[config.mk]
export PLATFORM = sky130hd
export DESIGN_NAME = i2c_master_block_transfer
export DESIGN_NICKNAME = d
export VERILOG_FILES = /design/src/design/i2cm_pkg.sv /design/src/design/i2c_master_block_transfer.sv /design/src/design/i2cm_buf.sv /design/src/design/i2cm_ctrl.sv
export SDC_FILE = /design/constraint.sdc
export NUM_CORES = 2
export LEC_CHECK = 0
export BUFFER_PORTS_ARGS = -buffer_cell sky130_fd_sc_hd__buf_2
export CAP_MARGIN = 20
export CORE_ASPECT_RATIO = 1.5
export CORE_MARGIN = 8
export CORE_UTILIZATION = 29
export CTS_CLUSTER_DIAMETER = 50
export DETAILED_ROUTE_END_ITERATION = 10
export GPL_TIMING_DRIVEN = 1
export PLACE_DENSITY = 0.42
export SYNTH_ARGS = -nofsm -noshare
export SYNTH_HDL_FRONTEND = slang
export SYNTH_SLANG_ARGS = --single-unit
[constraint.sdc]
create_clock -name i_clk -period 15.7 [get_ports i_clk]
set_clock_uncertainty 0.05 [all_clocks]
set_input_delay 3.14 -clock i_clk [delete_from_list [all_inputs] [get_ports i_clk]]
set_output_delay 3.14 -clock i_clk [all_outputs]
set_load 0.02 [all_outputs]
[src/design/i2cm_pkg.sv]
package i2cm_pkg;

    localparam int BUF_DEPTH = 256;
    localparam int BUF_AW = 8;
    localparam logic [3:0] RESET_CLOCKS = 4'd9;

    typedef struct packed {
        logic [2:0] mode;
        logic [7:0] device_code;
        logic       legacy;
        logic [7:0] reg_address;
        logic [8:0] length;
        logic [7:0] data_byte;
        logic       scl_level;
        logic       sda_level;
    } t_in;

    typedef struct packed {
        logic       scl_release;
        logic       sda_release;
        logic [7:0] read_data;
        logic       read_valid;
        logic       read_last;
        logic       busy_res;
        logic       done_res;
        logic [1:0] status;
        logic       stretch_timeout;
    } t_out;

    typedef struct packed {
        logic       we;
        logic [7:0] waddr;
        logic [7:0] wdata;
        logic       re;
        logic [7:0] raddr;
    } t_buf_req;

    localparam logic [2:0] MODE_LOAD  = 3'd1;
    localparam logic [2:0] MODE_READ  = 3'd2;
    localparam logic [2:0] MODE_WRITE = 3'd3;
    localparam logic [2:0] MODE_RESET = 3'd4;

    localparam logic [1:0] CFG_FREE    = 2'd0;
    localparam logic [1:0] CFG_STRETCH = 2'd1;
    localparam logic [1:0] CFG_POLL    = 2'd2;
    localparam logic [1:0] CFG_CHUNK   = 2'd3;

    localparam logic [1:0] ST_OK     = 2'd0;
    localparam logic [1:0] ST_NOACK  = 2'd1;
    localparam logic [1:0] ST_WEDGED = 2'd2;

endpackage

[src/design/i2c_master_block_transfer.sv]
// Channel   Direction  Handshake           Payload
// request   in         i_valid / o_stall   t_in, one bus tick
// result    out        o_valid / i_stall   t_out, one per tick
// config    in         i_cfg_valid/o_cfg_ready  index, data
//
// One request is taken each clock while the result register is empty or
// being drained, so the sustained rate is one tick per clock.
// The write buffer is a 256-entry synchronous memory read ahead
// into a prefetch register holding the byte at the send pointer.
// Reset is synchronous and needs no clearing pass; a stalled result holds.
module i2c_master_block_transfer (
    input  logic              i_clk,
    input  logic              i_rst_n,
    input  logic              i_valid,
    output logic              o_stall,
    input  i2cm_pkg::t_in     i_item,
    output logic              o_valid,
    input  logic              i_stall,
    output i2cm_pkg::t_out    o_item,
    input  logic              i_cfg_valid,
    output logic              o_cfg_ready,
    input  logic [1:0]        i_cfg_index,
    input  logic [11:0]       i_cfg_data
);
    import i2cm_pkg::*;

    logic [9:0]  r_free;
    logic [11:0] r_stretch;
    logic [7:0]  r_poll;
    logic [4:0]  r_chunk;
    logic        r_ovalid;
    logic        step;
    t_buf_req    req;
    logic [7:0]  rdata;

    assign o_cfg_ready = 1'b1;
    assign o_stall     = r_ovalid && i_stall;
    assign step        = i_valid && !o_stall;
    assign o_valid     = r_ovalid;

    always_ff @(posedge i_clk) begin
        if (!i_rst_n) begin
            r_free <= 10'd60; r_stretch <= 12'd1000; r_poll <= 8'd100; r_chunk <= 5'd4;
            r_ovalid <= 1'b0;
        end else begin
            if (i_cfg_valid) begin
                case (i_cfg_index)
                    CFG_FREE:    r_free <= i_cfg_data[9:0];
                    CFG_STRETCH: r_stretch <= i_cfg_data;
                    CFG_POLL:    r_poll <= i_cfg_data[7:0];
                    CFG_CHUNK:   r_chunk <= i_cfg_data[4:0];
                    default: ;
                endcase
            end
            if (step) begin
                r_ovalid <= 1'b1;
            end else if (!i_stall) begin
                r_ovalid <= 1'b0;
            end
        end
    end

    i2cm_buf u_buf (
        .i_clk   (i_clk),
        .i_req   (req),
        .o_rdata (rdata)
    );

    i2cm_ctrl u_ctrl (
        .i_clk     (i_clk),
        .i_rst_n   (i_rst_n),
        .i_step    (step),
        .i_item    (i_item),
        .i_free    (r_free),
        .i_stretch (r_stretch),
        .i_poll    (r_poll),
        .i_chunk   (r_chunk),
        .i_rdata   (rdata),
        .o_req     (req),
        .o_res     (o_item)
    );

    property p_hold;
        @(posedge i_clk) disable iff (!i_rst_n)
            (o_valid && i_stall) |=> o_valid;
    endproperty
    a_hold: assert property (p_hold) else $error("result dropped under stall");

endmodule

[src/design/i2cm_buf.sv]
module i2cm_buf (
    input  logic                i_clk,
    input  i2cm_pkg::t_buf_req  i_req,
    output logic [7:0]          o_rdata
);
    import i2cm_pkg::*;

    logic [7:0] r_mem [BUF_DEPTH];

    always_ff @(posedge i_clk) begin
        if (i_req.we) begin
            r_mem[i_req.waddr] <= i_req.wdata;
        end
        if (i_req.re) begin
            o_rdata <= r_mem[i_req.raddr];
        end
    end
endmodule

[src/design/i2cm_ctrl.sv]
module i2cm_ctrl (
    input  logic               i_clk,
    input  logic               i_rst_n,
    input  logic               i_step,
    input  i2cm_pkg::t_in      i_item,
    input  logic [9:0]         i_free,
    input  logic [11:0]        i_stretch,
    input  logic [7:0]         i_poll,
    input  logic [4:0]         i_chunk,
    input  logic [7:0]         i_rdata,
    output i2cm_pkg::t_buf_req o_req,
    output i2cm_pkg::t_out     o_res
);
    import i2cm_pkg::*;

    typedef enum logic [27:0] {
        PH_IDLE = 28'd1 << 0, PH_ST_SDA1 = 28'd1 << 1, PH_ST_SCL1 = 28'd1 << 2,
        PH_ST_SDA0 = 28'd1 << 3, PH_ST_SCL0 = 28'd1 << 4, PH_WB_SDA = 28'd1 << 5,
        PH_WB_SCL1 = 28'd1 << 6, PH_WB_SCL0 = 28'd1 << 7, PH_WB_ACKREL = 28'd1 << 8,
        PH_WB_ACKSCL1 = 28'd1 << 9, PH_WB_ACKSCL0 = 28'd1 << 10, PH_RB_SCL1 = 28'd1 << 11,
        PH_RB_SCL0 = 28'd1 << 12, PH_RB_LSCL1 = 28'd1 << 13, PH_RB_ASDA0 = 28'd1 << 14,
        PH_RB_ASCL1 = 28'd1 << 15, PH_RB_ASCL0 = 28'd1 << 16, PH_RB_ASDA1 = 28'd1 << 17,
        PH_SP_SCL0 = 28'd1 << 18, PH_SP_SDA0 = 28'd1 << 19, PH_SP_SCL1 = 28'd1 << 20,
        PH_SP_SDA1 = 28'd1 << 21, PH_FREE = 28'd1 << 22, PH_RS_REL = 28'd1 << 23,
        PH_RS_SCL0 = 28'd1 << 24, PH_RS_SCL1 = 28'd1 << 25, PH_RS_SDA0 = 28'd1 << 26,
        PH_RS_SDA1 = 28'd1 << 27
    } t_phase;

    typedef enum logic [3:0] {
        S_NONE, S_DEV, S_REG, S_REGFREE, S_RDEV, S_WDEV, S_WREG, S_WDATA,
        S_CHUNKEND, S_POLL, S_POLLRETRY, S_DRAIN, S_NEXTCHUNK, S_FAIL, S_OKEND
    } t_stage;

    t_phase r_phase, n_phase, p;
    t_stage r_stage, n_stage;
    logic [3:0]  r_bits, n_bits;
    logic [7:0]  r_shift, n_shift;
    logic [8:0]  r_left, n_left;
    logic [7:0]  r_addr, n_addr;
    logic [4:0]  r_cleft, n_cleft;
    logic [11:0] r_timer, n_timer;
    logic [7:0]  r_pcnt, n_pcnt;
    logic [7:0]  r_lptr, n_lptr;
    logic [7:0]  r_sptr, n_sptr;
    logic        r_saw, n_saw;
    logic        r_scl, n_scl, r_sda, n_sda;
    logic [7:0]  r_dev, n_dev;
    logic        r_leg, n_leg;
    logic        r_dvalid, n_dvalid;
    logic        r_data_pend, n_data_pend;
    t_out        r_res, n_res;

    logic [9:0]  free_eff;
    logic [11:0] str_eff;
    logic [7:0]  poll_eff;
    logic [4:0]  chunk_eff;
    logic [8:0]  c;
    logic        rise_ok;
    logic        last;
    logic [11:0] tinc;

    assign free_eff  = (i_free == '0) ? 10'd1 : i_free;
    assign str_eff   = (i_stretch == '0) ? 12'd1 : i_stretch;
    assign poll_eff  = (i_poll == '0) ? 8'd1 : i_poll;
    assign chunk_eff = (i_chunk == '0) ? 5'd1 : ((i_chunk > 5'd16) ? 5'd16 : i_chunk);
    assign o_res     = r_res;

    // The next data byte is prefetched from the buffer ahead of its use, so
    // a byte has already been read from memory when it goes onto the bus.
    always_comb begin
        n_phase = r_phase; n_stage = r_stage; n_bits = r_bits; n_shift = r_shift;
        n_left = r_left; n_addr = r_addr; n_cleft = r_cleft; n_timer = r_timer;
        n_pcnt = r_pcnt; n_lptr = r_lptr; n_sptr = r_sptr; n_saw = r_saw;
        n_scl = r_scl; n_sda = r_sda; n_dev = r_dev; n_leg = r_leg;
        n_dvalid = r_dvalid; n_data_pend = 1'b0;
        n_res = r_res; o_req = '0;
        c = '0; rise_ok = 1'b0; last = 1'b0; tinc = r_timer + 12'd1;
        n_res.read_valid = 1'b0; n_res.read_data = '0; n_res.read_last = 1'b0;
        n_res.done_res = 1'b0; n_res.status = ST_OK; n_res.stretch_timeout = 1'b0;
        o_req.raddr = r_sptr;
        p = r_phase;
        if (i_step) begin
            if (r_data_pend) begin
                n_shift = i_rdata;
            end
            if (r_phase == PH_IDLE) begin
                case (i_item.mode)
                    MODE_LOAD: begin
                        o_req.we = 1'b1; o_req.waddr = r_lptr;
                        o_req.wdata = i_item.data_byte; n_lptr = r_lptr + 8'd1;
                    end
                    MODE_READ, MODE_WRITE: begin
                        n_dev = i_item.device_code; n_leg = i_item.legacy;
                        n_addr = i_item.reg_address; n_left = i_item.length;
                        if (i_item.length == '0) begin
                            n_res.done_res = 1'b1; n_stage = S_NONE;
                        end else if (i_item.mode == MODE_READ) begin
                            n_stage = i_item.legacy ? S_RDEV : S_DEV;
                            n_shift = i_item.legacy ? {i_item.reg_address[6:0], 1'b1}
                                                    : {i_item.device_code[7:1], 1'b0};
                            n_bits = 4'd8; p = PH_ST_SDA1;
                        end else begin
                            n_sptr = '0; n_lptr = '0; n_stage = S_WDEV;
                            n_shift = i_item.legacy ? {i_item.reg_address[6:0], 1'b0}
                                                    : {i_item.device_code[7:1], 1'b0};
                            n_bits = 4'd8; p = PH_ST_SDA1;
                        end
                    end
                    MODE_RESET: p = PH_RS_REL;
                    default: ;
                endcase
                o_req.raddr = n_sptr;
            end
            n_phase = p;
            if (p == PH_ST_SCL1 || p == PH_WB_SCL1 || p == PH_WB_ACKSCL1 || p == PH_RB_SCL1
                || p == PH_RB_LSCL1 || p == PH_RB_ASCL1 || p == PH_SP_SCL1
                || p == PH_RS_SCL1) begin
                if (!r_scl) begin
                    n_scl = 1'b1; n_timer = '0;
                end else if (i_item.scl_level) begin
                    rise_ok = 1'b1;
                end else begin
                    n_timer = tinc;
                    if (tinc >= str_eff) begin
                        n_res.stretch_timeout = 1'b1; rise_ok = 1'b1;
                    end
                end
            end
            case (p)
                PH_IDLE: ;
                PH_ST_SDA1: begin n_sda = 1'b1; n_phase = PH_ST_SCL1; end
                PH_ST_SCL1: if (rise_ok) n_phase = PH_ST_SDA0;
                PH_ST_SDA0: begin n_sda = 1'b0; n_phase = PH_ST_SCL0; end
                PH_ST_SCL0: begin n_scl = 1'b0; n_phase = PH_WB_SDA; end
                PH_WB_SDA: begin n_sda = r_shift[7]; n_phase = PH_WB_SCL1; end
                PH_WB_SCL1: if (rise_ok) n_phase = PH_WB_SCL0;
                PH_WB_SCL0: begin
                    n_scl = 1'b0; n_shift = {r_shift[6:0], 1'b0};
                    n_bits = (r_bits != '0) ? r_bits - 4'd1 : r_bits;
                    n_phase = (n_bits != '0) ? PH_WB_SDA : PH_WB_ACKREL;
                end
                PH_WB_ACKREL: begin n_sda = 1'b1; n_phase = PH_WB_ACKSCL1; end
                PH_WB_ACKSCL1: if (rise_ok) begin
                    n_saw = i_item.sda_level; n_phase = PH_WB_ACKSCL0;
                end
                PH_WB_ACKSCL0: begin
                    n_scl = 1'b0;
                    if (r_saw) begin
                        n_phase = PH_SP_SCL0;
                        if (r_stage == S_POLL) begin
                            n_pcnt = r_pcnt - 8'd1;
                            n_stage = (n_pcnt == '0) ? S_FAIL : S_POLLRETRY;
                        end else begin
                            n_stage = S_FAIL;
                        end
                    end else begin
                        case (r_stage)
                            S_DEV: begin
                                n_stage = S_REG; n_shift = r_addr; n_bits = 4'd8;
                                n_phase = PH_WB_SDA;
                            end
                            S_REG: begin
                                n_stage = S_REGFREE; n_timer = '0; n_phase = PH_FREE;
                            end
                            S_RDEV, S_POLL: begin
                                n_stage = (r_stage == S_POLL) ? S_DRAIN : S_RDEV;
                                n_shift = '0; n_bits = 4'd8; n_phase = PH_RB_SCL1;
                            end
                            S_WDEV, S_WREG, S_WDATA: begin
                                if (r_stage == S_WDEV && !r_leg) begin
                                    n_stage = S_WREG; n_shift = r_addr; n_bits = 4'd8;
                                    n_phase = PH_WB_SDA;
                                end else begin
                                    if (r_stage == S_WDATA) begin
                                        n_cleft = (r_cleft != '0) ? r_cleft - 5'd1 : r_cleft;
                                    end else begin
                                        c = ({4'd0, chunk_eff} > r_left) ? r_left
                                                                         : {4'd0, chunk_eff};
                                        n_cleft = c[4:0];
                                        n_addr = r_addr + c[7:0];
                                        n_left = r_left - c;
                                    end
                                    if (n_cleft != '0) begin
                                        n_stage = S_WDATA; n_shift = r_dvalid ? r_shift : i_rdata;
                                        n_data_pend = 1'b1; n_bits = 4'd8;
                                        n_sptr = r_sptr + 8'd1;
                                        o_req.raddr = n_sptr;
                                        n_phase = PH_WB_SDA;
                                    end else begin
                                        n_pcnt = poll_eff; n_stage = S_CHUNKEND;
                                        n_phase = PH_SP_SCL0;
                                    end
                                end
                            end
                            default: begin n_stage = S_FAIL; n_phase = PH_SP_SCL0; end
                        endcase
                    end
                end
                PH_RB_SCL1: if (rise_ok) begin
                    n_shift = {r_shift[6:0], i_item.sda_level}; n_phase = PH_RB_SCL0;
                end
                PH_RB_SCL0: begin
                    n_scl = 1'b0;
                    n_bits = (r_bits != '0) ? r_bits - 4'd1 : r_bits;
                    if (n_bits != '0) begin
                        n_phase = PH_RB_SCL1;
                    end else begin
                        if (r_stage == S_DRAIN) begin
                            last = 1'b1;
                        end else begin
                            n_left = (r_left != '0) ? r_left - 9'd1 : r_left;
                            last = (n_left == '0);
                            n_res.read_valid = 1'b1; n_res.read_data = r_shift;
                            n_res.read_last = last;
                        end
                        n_phase = last ? PH_RB_LSCL1 : PH_RB_ASDA0;
                    end
                end
                PH_RB_LSCL1: if (rise_ok) begin
                    n_stage = (r_stage == S_DRAIN) ? S_NEXTCHUNK : S_OKEND;
                    n_phase = PH_SP_SCL0;
                end
                PH_RB_ASDA0: begin n_sda = 1'b0; n_phase = PH_RB_ASCL1; end
                PH_RB_ASCL1: if (rise_ok) n_phase = PH_RB_ASCL0;
                PH_RB_ASCL0: begin n_scl = 1'b0; n_phase = PH_RB_ASDA1; end
                PH_RB_ASDA1: begin
                    n_sda = 1'b1; n_shift = '0; n_bits = 4'd8; n_phase = PH_RB_SCL1;
                end
                PH_SP_SCL0: begin n_scl = 1'b0; n_phase = PH_SP_SDA0; end
                PH_SP_SDA0: begin n_sda = 1'b0; n_phase = PH_SP_SCL1; end
                PH_SP_SCL1: if (rise_ok) n_phase = PH_SP_SDA1;
                PH_SP_SDA1: begin n_sda = 1'b1; n_timer = '0; n_phase = PH_FREE; end
                PH_FREE: begin
                    n_timer = tinc;
                    if (tinc >= {2'd0, free_eff}) begin
                        n_phase = PH_IDLE;
                        case (r_stage)
                            S_REGFREE: begin
                                n_stage = S_RDEV; n_shift = {r_dev[7:1], 1'b1};
                                n_bits = 4'd8; n_phase = PH_ST_SDA1;
                            end
                            S_CHUNKEND, S_POLLRETRY: begin
                                n_stage = S_POLL; n_shift = {r_dev[7:1], 1'b1};
                                n_bits = 4'd8; n_phase = PH_ST_SDA1;
                            end
                            S_NEXTCHUNK: begin
                                if (r_left != '0) begin
                                    n_stage = S_WDEV;
                                    n_shift = r_leg ? {r_addr[6:0], 1'b0}
                                                    : {r_dev[7:1], 1'b0};
                                    n_bits = 4'd8; n_phase = PH_ST_SDA1;
                                end else begin
                                    n_stage = S_NONE; n_res.done_res = 1'b1;
                                end
                            end
                            S_FAIL: begin
                                n_stage = S_NONE; n_res.done_res = 1'b1;
                                n_res.status = ST_NOACK;
                            end
                            default: begin n_stage = S_NONE; n_res.done_res = 1'b1; end
                        endcase
                    end
                end
                PH_RS_REL: begin
                    n_scl = 1'b1; n_sda = 1'b1; n_bits = RESET_CLOCKS; n_saw = 1'b0;
                    n_phase = PH_RS_SCL0;
                end
                PH_RS_SCL0: begin n_scl = 1'b0; n_phase = PH_RS_SCL1; end
                PH_RS_SCL1: if (rise_ok) begin
                    n_saw = r_saw | i_item.sda_level;
                    n_bits = (r_bits != '0) ? r_bits - 4'd1 : r_bits;
                    if (n_bits != '0) begin
                        n_phase = PH_RS_SCL0;
                    end else if (n_saw) begin
                        n_phase = PH_RS_SDA0;
                    end else begin
                        n_phase = PH_IDLE; n_stage = S_NONE; n_res.done_res = 1'b1;
                        n_res.status = ST_WEDGED;
                    end
                end
                PH_RS_SDA0: begin n_sda = 1'b0; n_phase = PH_RS_SDA1; end
                PH_RS_SDA1: begin
                    n_sda = 1'b1; n_stage = S_OKEND; n_timer = '0; n_phase = PH_FREE;
                end
                default: begin n_phase = PH_IDLE; n_stage = S_NONE; end
            endcase
            n_res.scl_release = n_scl; n_res.sda_release = n_sda;
            n_res.busy_res = (n_phase != PH_IDLE);
            o_req.re = 1'b1;
            n_dvalid = 1'b1;
        end
        if (n_data_pend) begin
            n_shift = r_dvalid ? r_shift : i_rdata;
        end
    end

    // The prefetch register holds the byte at the send pointer; it is reloaded
    // from the memory read port on the first clock without a step after a step.
    logic [7:0] r_pre;
    logic       r_pre_ok;

    always_ff @(posedge i_clk) begin
        if (!i_rst_n) begin
            r_phase <= PH_IDLE; r_stage <= S_NONE; r_bits <= '0; r_shift <= '0;
            r_left <= '0; r_addr <= '0; r_cleft <= '0; r_timer <= '0; r_pcnt <= '0;
            r_lptr <= '0; r_sptr <= '0; r_saw <= 1'b0; r_scl <= 1'b1; r_sda <= 1'b1;
            r_dev <= '0; r_leg <= 1'b0; r_dvalid <= 1'b0; r_data_pend <= 1'b0;
            r_res <= '0; r_pre <= '0; r_pre_ok <= 1'b0;
        end else if (i_step) begin
            r_phase <= n_phase; r_stage <= n_stage; r_bits <= n_bits; r_left <= n_left;
            r_addr <= n_addr; r_cleft <= n_cleft; r_timer <= n_timer; r_pcnt <= n_pcnt;
            r_lptr <= n_lptr; r_sptr <= n_sptr; r_saw <= n_saw; r_scl <= n_scl;
            r_sda <= n_sda; r_dev <= n_dev; r_leg <= n_leg; r_dvalid <= 1'b0;
            r_data_pend <= 1'b0; r_res <= n_res; r_pre_ok <= 1'b0;
            r_shift <= (n_data_pend) ? (r_pre_ok ? r_pre : i_rdata) : n_shift;
        end else begin
            if (!r_pre_ok) begin
                r_pre <= i_rdata; r_pre_ok <= 1'b1;
            end
        end
    end

    always_ff @(posedge i_clk) begin
        if (i_rst_n && i_step && r_phase == PH_IDLE) begin
            assert (r_stage == S_NONE) else $error("stage left set while idle");
        end
    end

    property p_done_idle;
        @(posedge i_clk) disable iff (!i_rst_n) r_res.done_res |-> !r_res.busy_res;
    endproperty
    a_done_idle: assert property (p_done_idle) else $error("done while busy");

    property p_status_done;
        @(posedge i_clk) disable iff (!i_rst_n)
            (r_res.status != ST_OK) |-> r_res.done_res;
    endproperty
    a_status_done: assert property (p_status_done) else $error("status without done");

    property p_last_valid;
        @(posedge i_clk) disable iff (!i_rst_n) r_res.read_last |-> r_res.read_valid;
    endproperty
    a_last_valid: assert property (p_last_valid) else $error("last without data");

endmodule

==> metrics.txt <==
worst slew pin tran=1.14 ns; Yosys cell types=92; area delta synth->final=13.0%; Core Area=324000 sq um; initial antenna violation count=12; Pre-antenna DRT Iters=5; worst skew pair latency=0.90 ns; Final GP Congestion=0.872; hold crit path type=reg -> reg; count leader, synth=edfxtp_1; Initial DRC Count=5374; Worst path depth=19; Max Cap Viol=0; Worst slew margin=0.234; FF-to-FF Start=r_chunk[4]; share of the synthesized area in the top cell type=0.655; max incr delay on CP=0.78 ns; Max Fclk=106 MHz; Final min period=9.39 ns; final setup vio count=0; yosys warns=0; synthesized area=94300 sq um; Die X-Extent=482 microns; Cells after Synth=7850; outcome=finished, final reports clean; fillers=32200; Slew Viols, Final=0; top_reg_cell synth=edfxtp_1; Routed Antenna Nets=0; Critical path buffers and inverters=3; Async SR Flop Fraction=0; worst r2r dst=u_buf.o_rdata[4]; PD cells=113 nW/um^2; Worst IR Drop VDD=0.0967 mV; CP Data Required Time=16.29 ns; critical path arrival=9.98 ns; Final Cell Area=107000 sq um; Clock Tree Buf Depth=4; cells on worst reg2reg path=19; DP Area=99500 sq um; most frequent cells after synthesis=2056 x edfxtp_1, 1961 x nand2_1, 568 x nand3_1; Post-synth EDFFs=2056; drt wl/cell=27.9 microns; die area=344000 sq um; CTS tree=built; Worst setup EP type=register; H-tree lvl count=4; leading area contributor after synthesis=edfxtp_1; via count=64600; vias in the first global route=63600; Worst setup endpoint=u_buf.o_rdata[4]; layout cells sized above 1=0.0833; post-CTS setup buffer count=0; Synth Register Bits=2231; largest net degree at the start of global routing=157; Die Y=714 microns; CTS Sinks=2231; slowest cell on the critical path=a21o_1; clock slew at reported path FFs=0.06 ns; period utilization=0.598; Crit Path Class=reg -> reg; initial core utilization=0.291; Final Hold Viols=0; Seq/Total Area, Yosys=0.692; GRT Total Usage=0.192; drt drc=0; first-pass GRT wire length=484000 microns; gr ovfl total=0; Top delay family on crit path=simple AND/OR/NAND/NOR gates; Root Driver=clkbuf_16; critical-path cell list=nor2b_1 > ha_1 > and4_1 > a2111oi_4 > nand2_1 > a31oi_1 > nor2b_1 > a21o_1 > mux2i_4 > buf_4 > buf_12 > nor2_1 > buf_4 > nand3_2 > a21oi_1 > nor4_1 > a21oi_1 > or4_1 > nor3_1; setup tns final=0 ns; detailed-placement wirelength estimate=213000 microns; R2R Setup Slk=6.31 ns; routed vias/inst=5.26; nets=7934; Core Rows=256; Leak=0.0383 uW; CTS Hold Bufs=0; I/O Buffers=75; # IOs=78; wirelength, routed=343000 microns; Area contributors post-synth=edfxtp_1 65%, nand2_1 7.8%, dfxtp_1 3.7%; worst-path fanout max=52; Avg Inst Size Synth=12.0 sq um; WHS=0.387 ns; RSZ-0062 raised after global routing=no; post-CTS sizing=0; Startpoint Class=register; Worst Setup SP=r_chunk[4]; Inserted Clock Buffers=229; fin util=0.329
==> final cells by class <==
class                   instances  area (sq um)  share of cell area
flip-flops and latches       2231         65200               0.612
multi-input cells            5037         26700               0.251
clock buffers                 279          5960              0.0559
well taps                    4257          5330              0.0500
repair buffers                261          1990              0.0187
clock inverters               131          1060             0.00995
inverters                      67           254             0.00238
diodes                          9          22.5            0.000211
==> report_power, final <==
part / internal (uW) / switching [uW] / total (uW)
combinational: 79.3 / 185 / 264
sequential: 6430 / 21.9 / 6450
clock: 2910 / 2400 / 5310
==> worst min-delay path by stage <==
stage	start	to	cells after the start
2_1_floorplan	u_ctrl.r_dev[1]	u_ctrl.r_dev[1]	2
3_5_place_dp	u_ctrl.o_res[4]	u_ctrl.o_res[4]	2
5_1_grt	u_ctrl.o_res[4]	u_ctrl.o_res[4]	2
4_1_cts	u_ctrl.o_res[4]	u_ctrl.o_res[4]	2
6_report	u_ctrl.o_res[4]	u_ctrl.o_res[4]	2
3_3_place_gp	u_ctrl.o_res[4]	u_ctrl.o_res[4]	2
==> worst min-delay path: cells and delay by family, from the launching register on <==
| kind | cells | cell delay (ns) |
|---|---|---|
| DFF | 1 | 0.31 |
| and+or+nand+nor | 2 | 0.09 |
==> logic make-up after synthesis <==
family,after synthesis,share of synthesized area
AOI/OAI and AO/OA,1250,0.0908
xor gates and xnor gates,35,0.00325
adders and majority gates,49,0.00666
buffers and inverters,583,0.0281
DFF,2231,0.692
muxes,111,0.0121
other,2,0.0000796
and+or+nand+nor,3589,0.167
==> state kept, by name, summed over array words and instances (netlist names), 9 cells and up <==
| name | flops |
|---|---|
| u_buf.r_mem | 2048 |
| u_ctrl.r_left | 9 |
| u_ctrl.o_res | 17 |
| u_ctrl.r_phase | 28 |
| r_free | 10 |
| u_ctrl.r_timer | 12 |
| r_stretch | 12 |
==> per-layer routing <==
layer / vias up / global-route usage / wire length (microns)
met2: 1887 / 0.354 / 179000
met1: 33100 / 0.223 / 132000
met4: 4 / 0.0812 / 16200
li1: 29100 / - / -
met5: - / 0 / 27
met3: 567 / 0.0216 / 15400
==> metrics by stage <==
| step | setup WS (ns) | power, uW | cells |
|---|---|---|---|
| 5_1_grt | 5.95 | 12300 | 12300 |
| 4_1_cts | 6.03 | 12100 | 12300 |
| 3_3_place_gp | 5.07 | 6830 | 11800 |
| 3_5_place_dp | 5.06 | 6840 | 11900 |
| 2_1_floorplan | 7.17 | 6740 | 7851 |
| 6_report | 6.31 | 12000 | 12300 |
==> placed cells by master (no fill, tap or decap), types with 26 or more instances in the layout <==
cell type,instances
nor4_1,38
o211ai_1,34
a311oi_1,95
nor2_1,446
ha_1,47
o22ai_1,43
a22oi_1,38
and3_1,263
nand2_1,1944
nand4_1,38
a21oi_1,257
a211oi_1,150
clkbuf_16,231
buf_4,165
a31oi_1,177
a21o_1,30
clkbuf_1,48
a311o_1,26
a2111oi_0,40
dfxtp_1,175
buf_2,76
nor3_1,82
nor2b_1,29
edfxtp_1,2056
nand3_1,568
inv_1,65
clkinv_1,62
clkinv_2,34
mux2i_1,99
o21ai_0,155
Power figures use the tool's default switching activity.
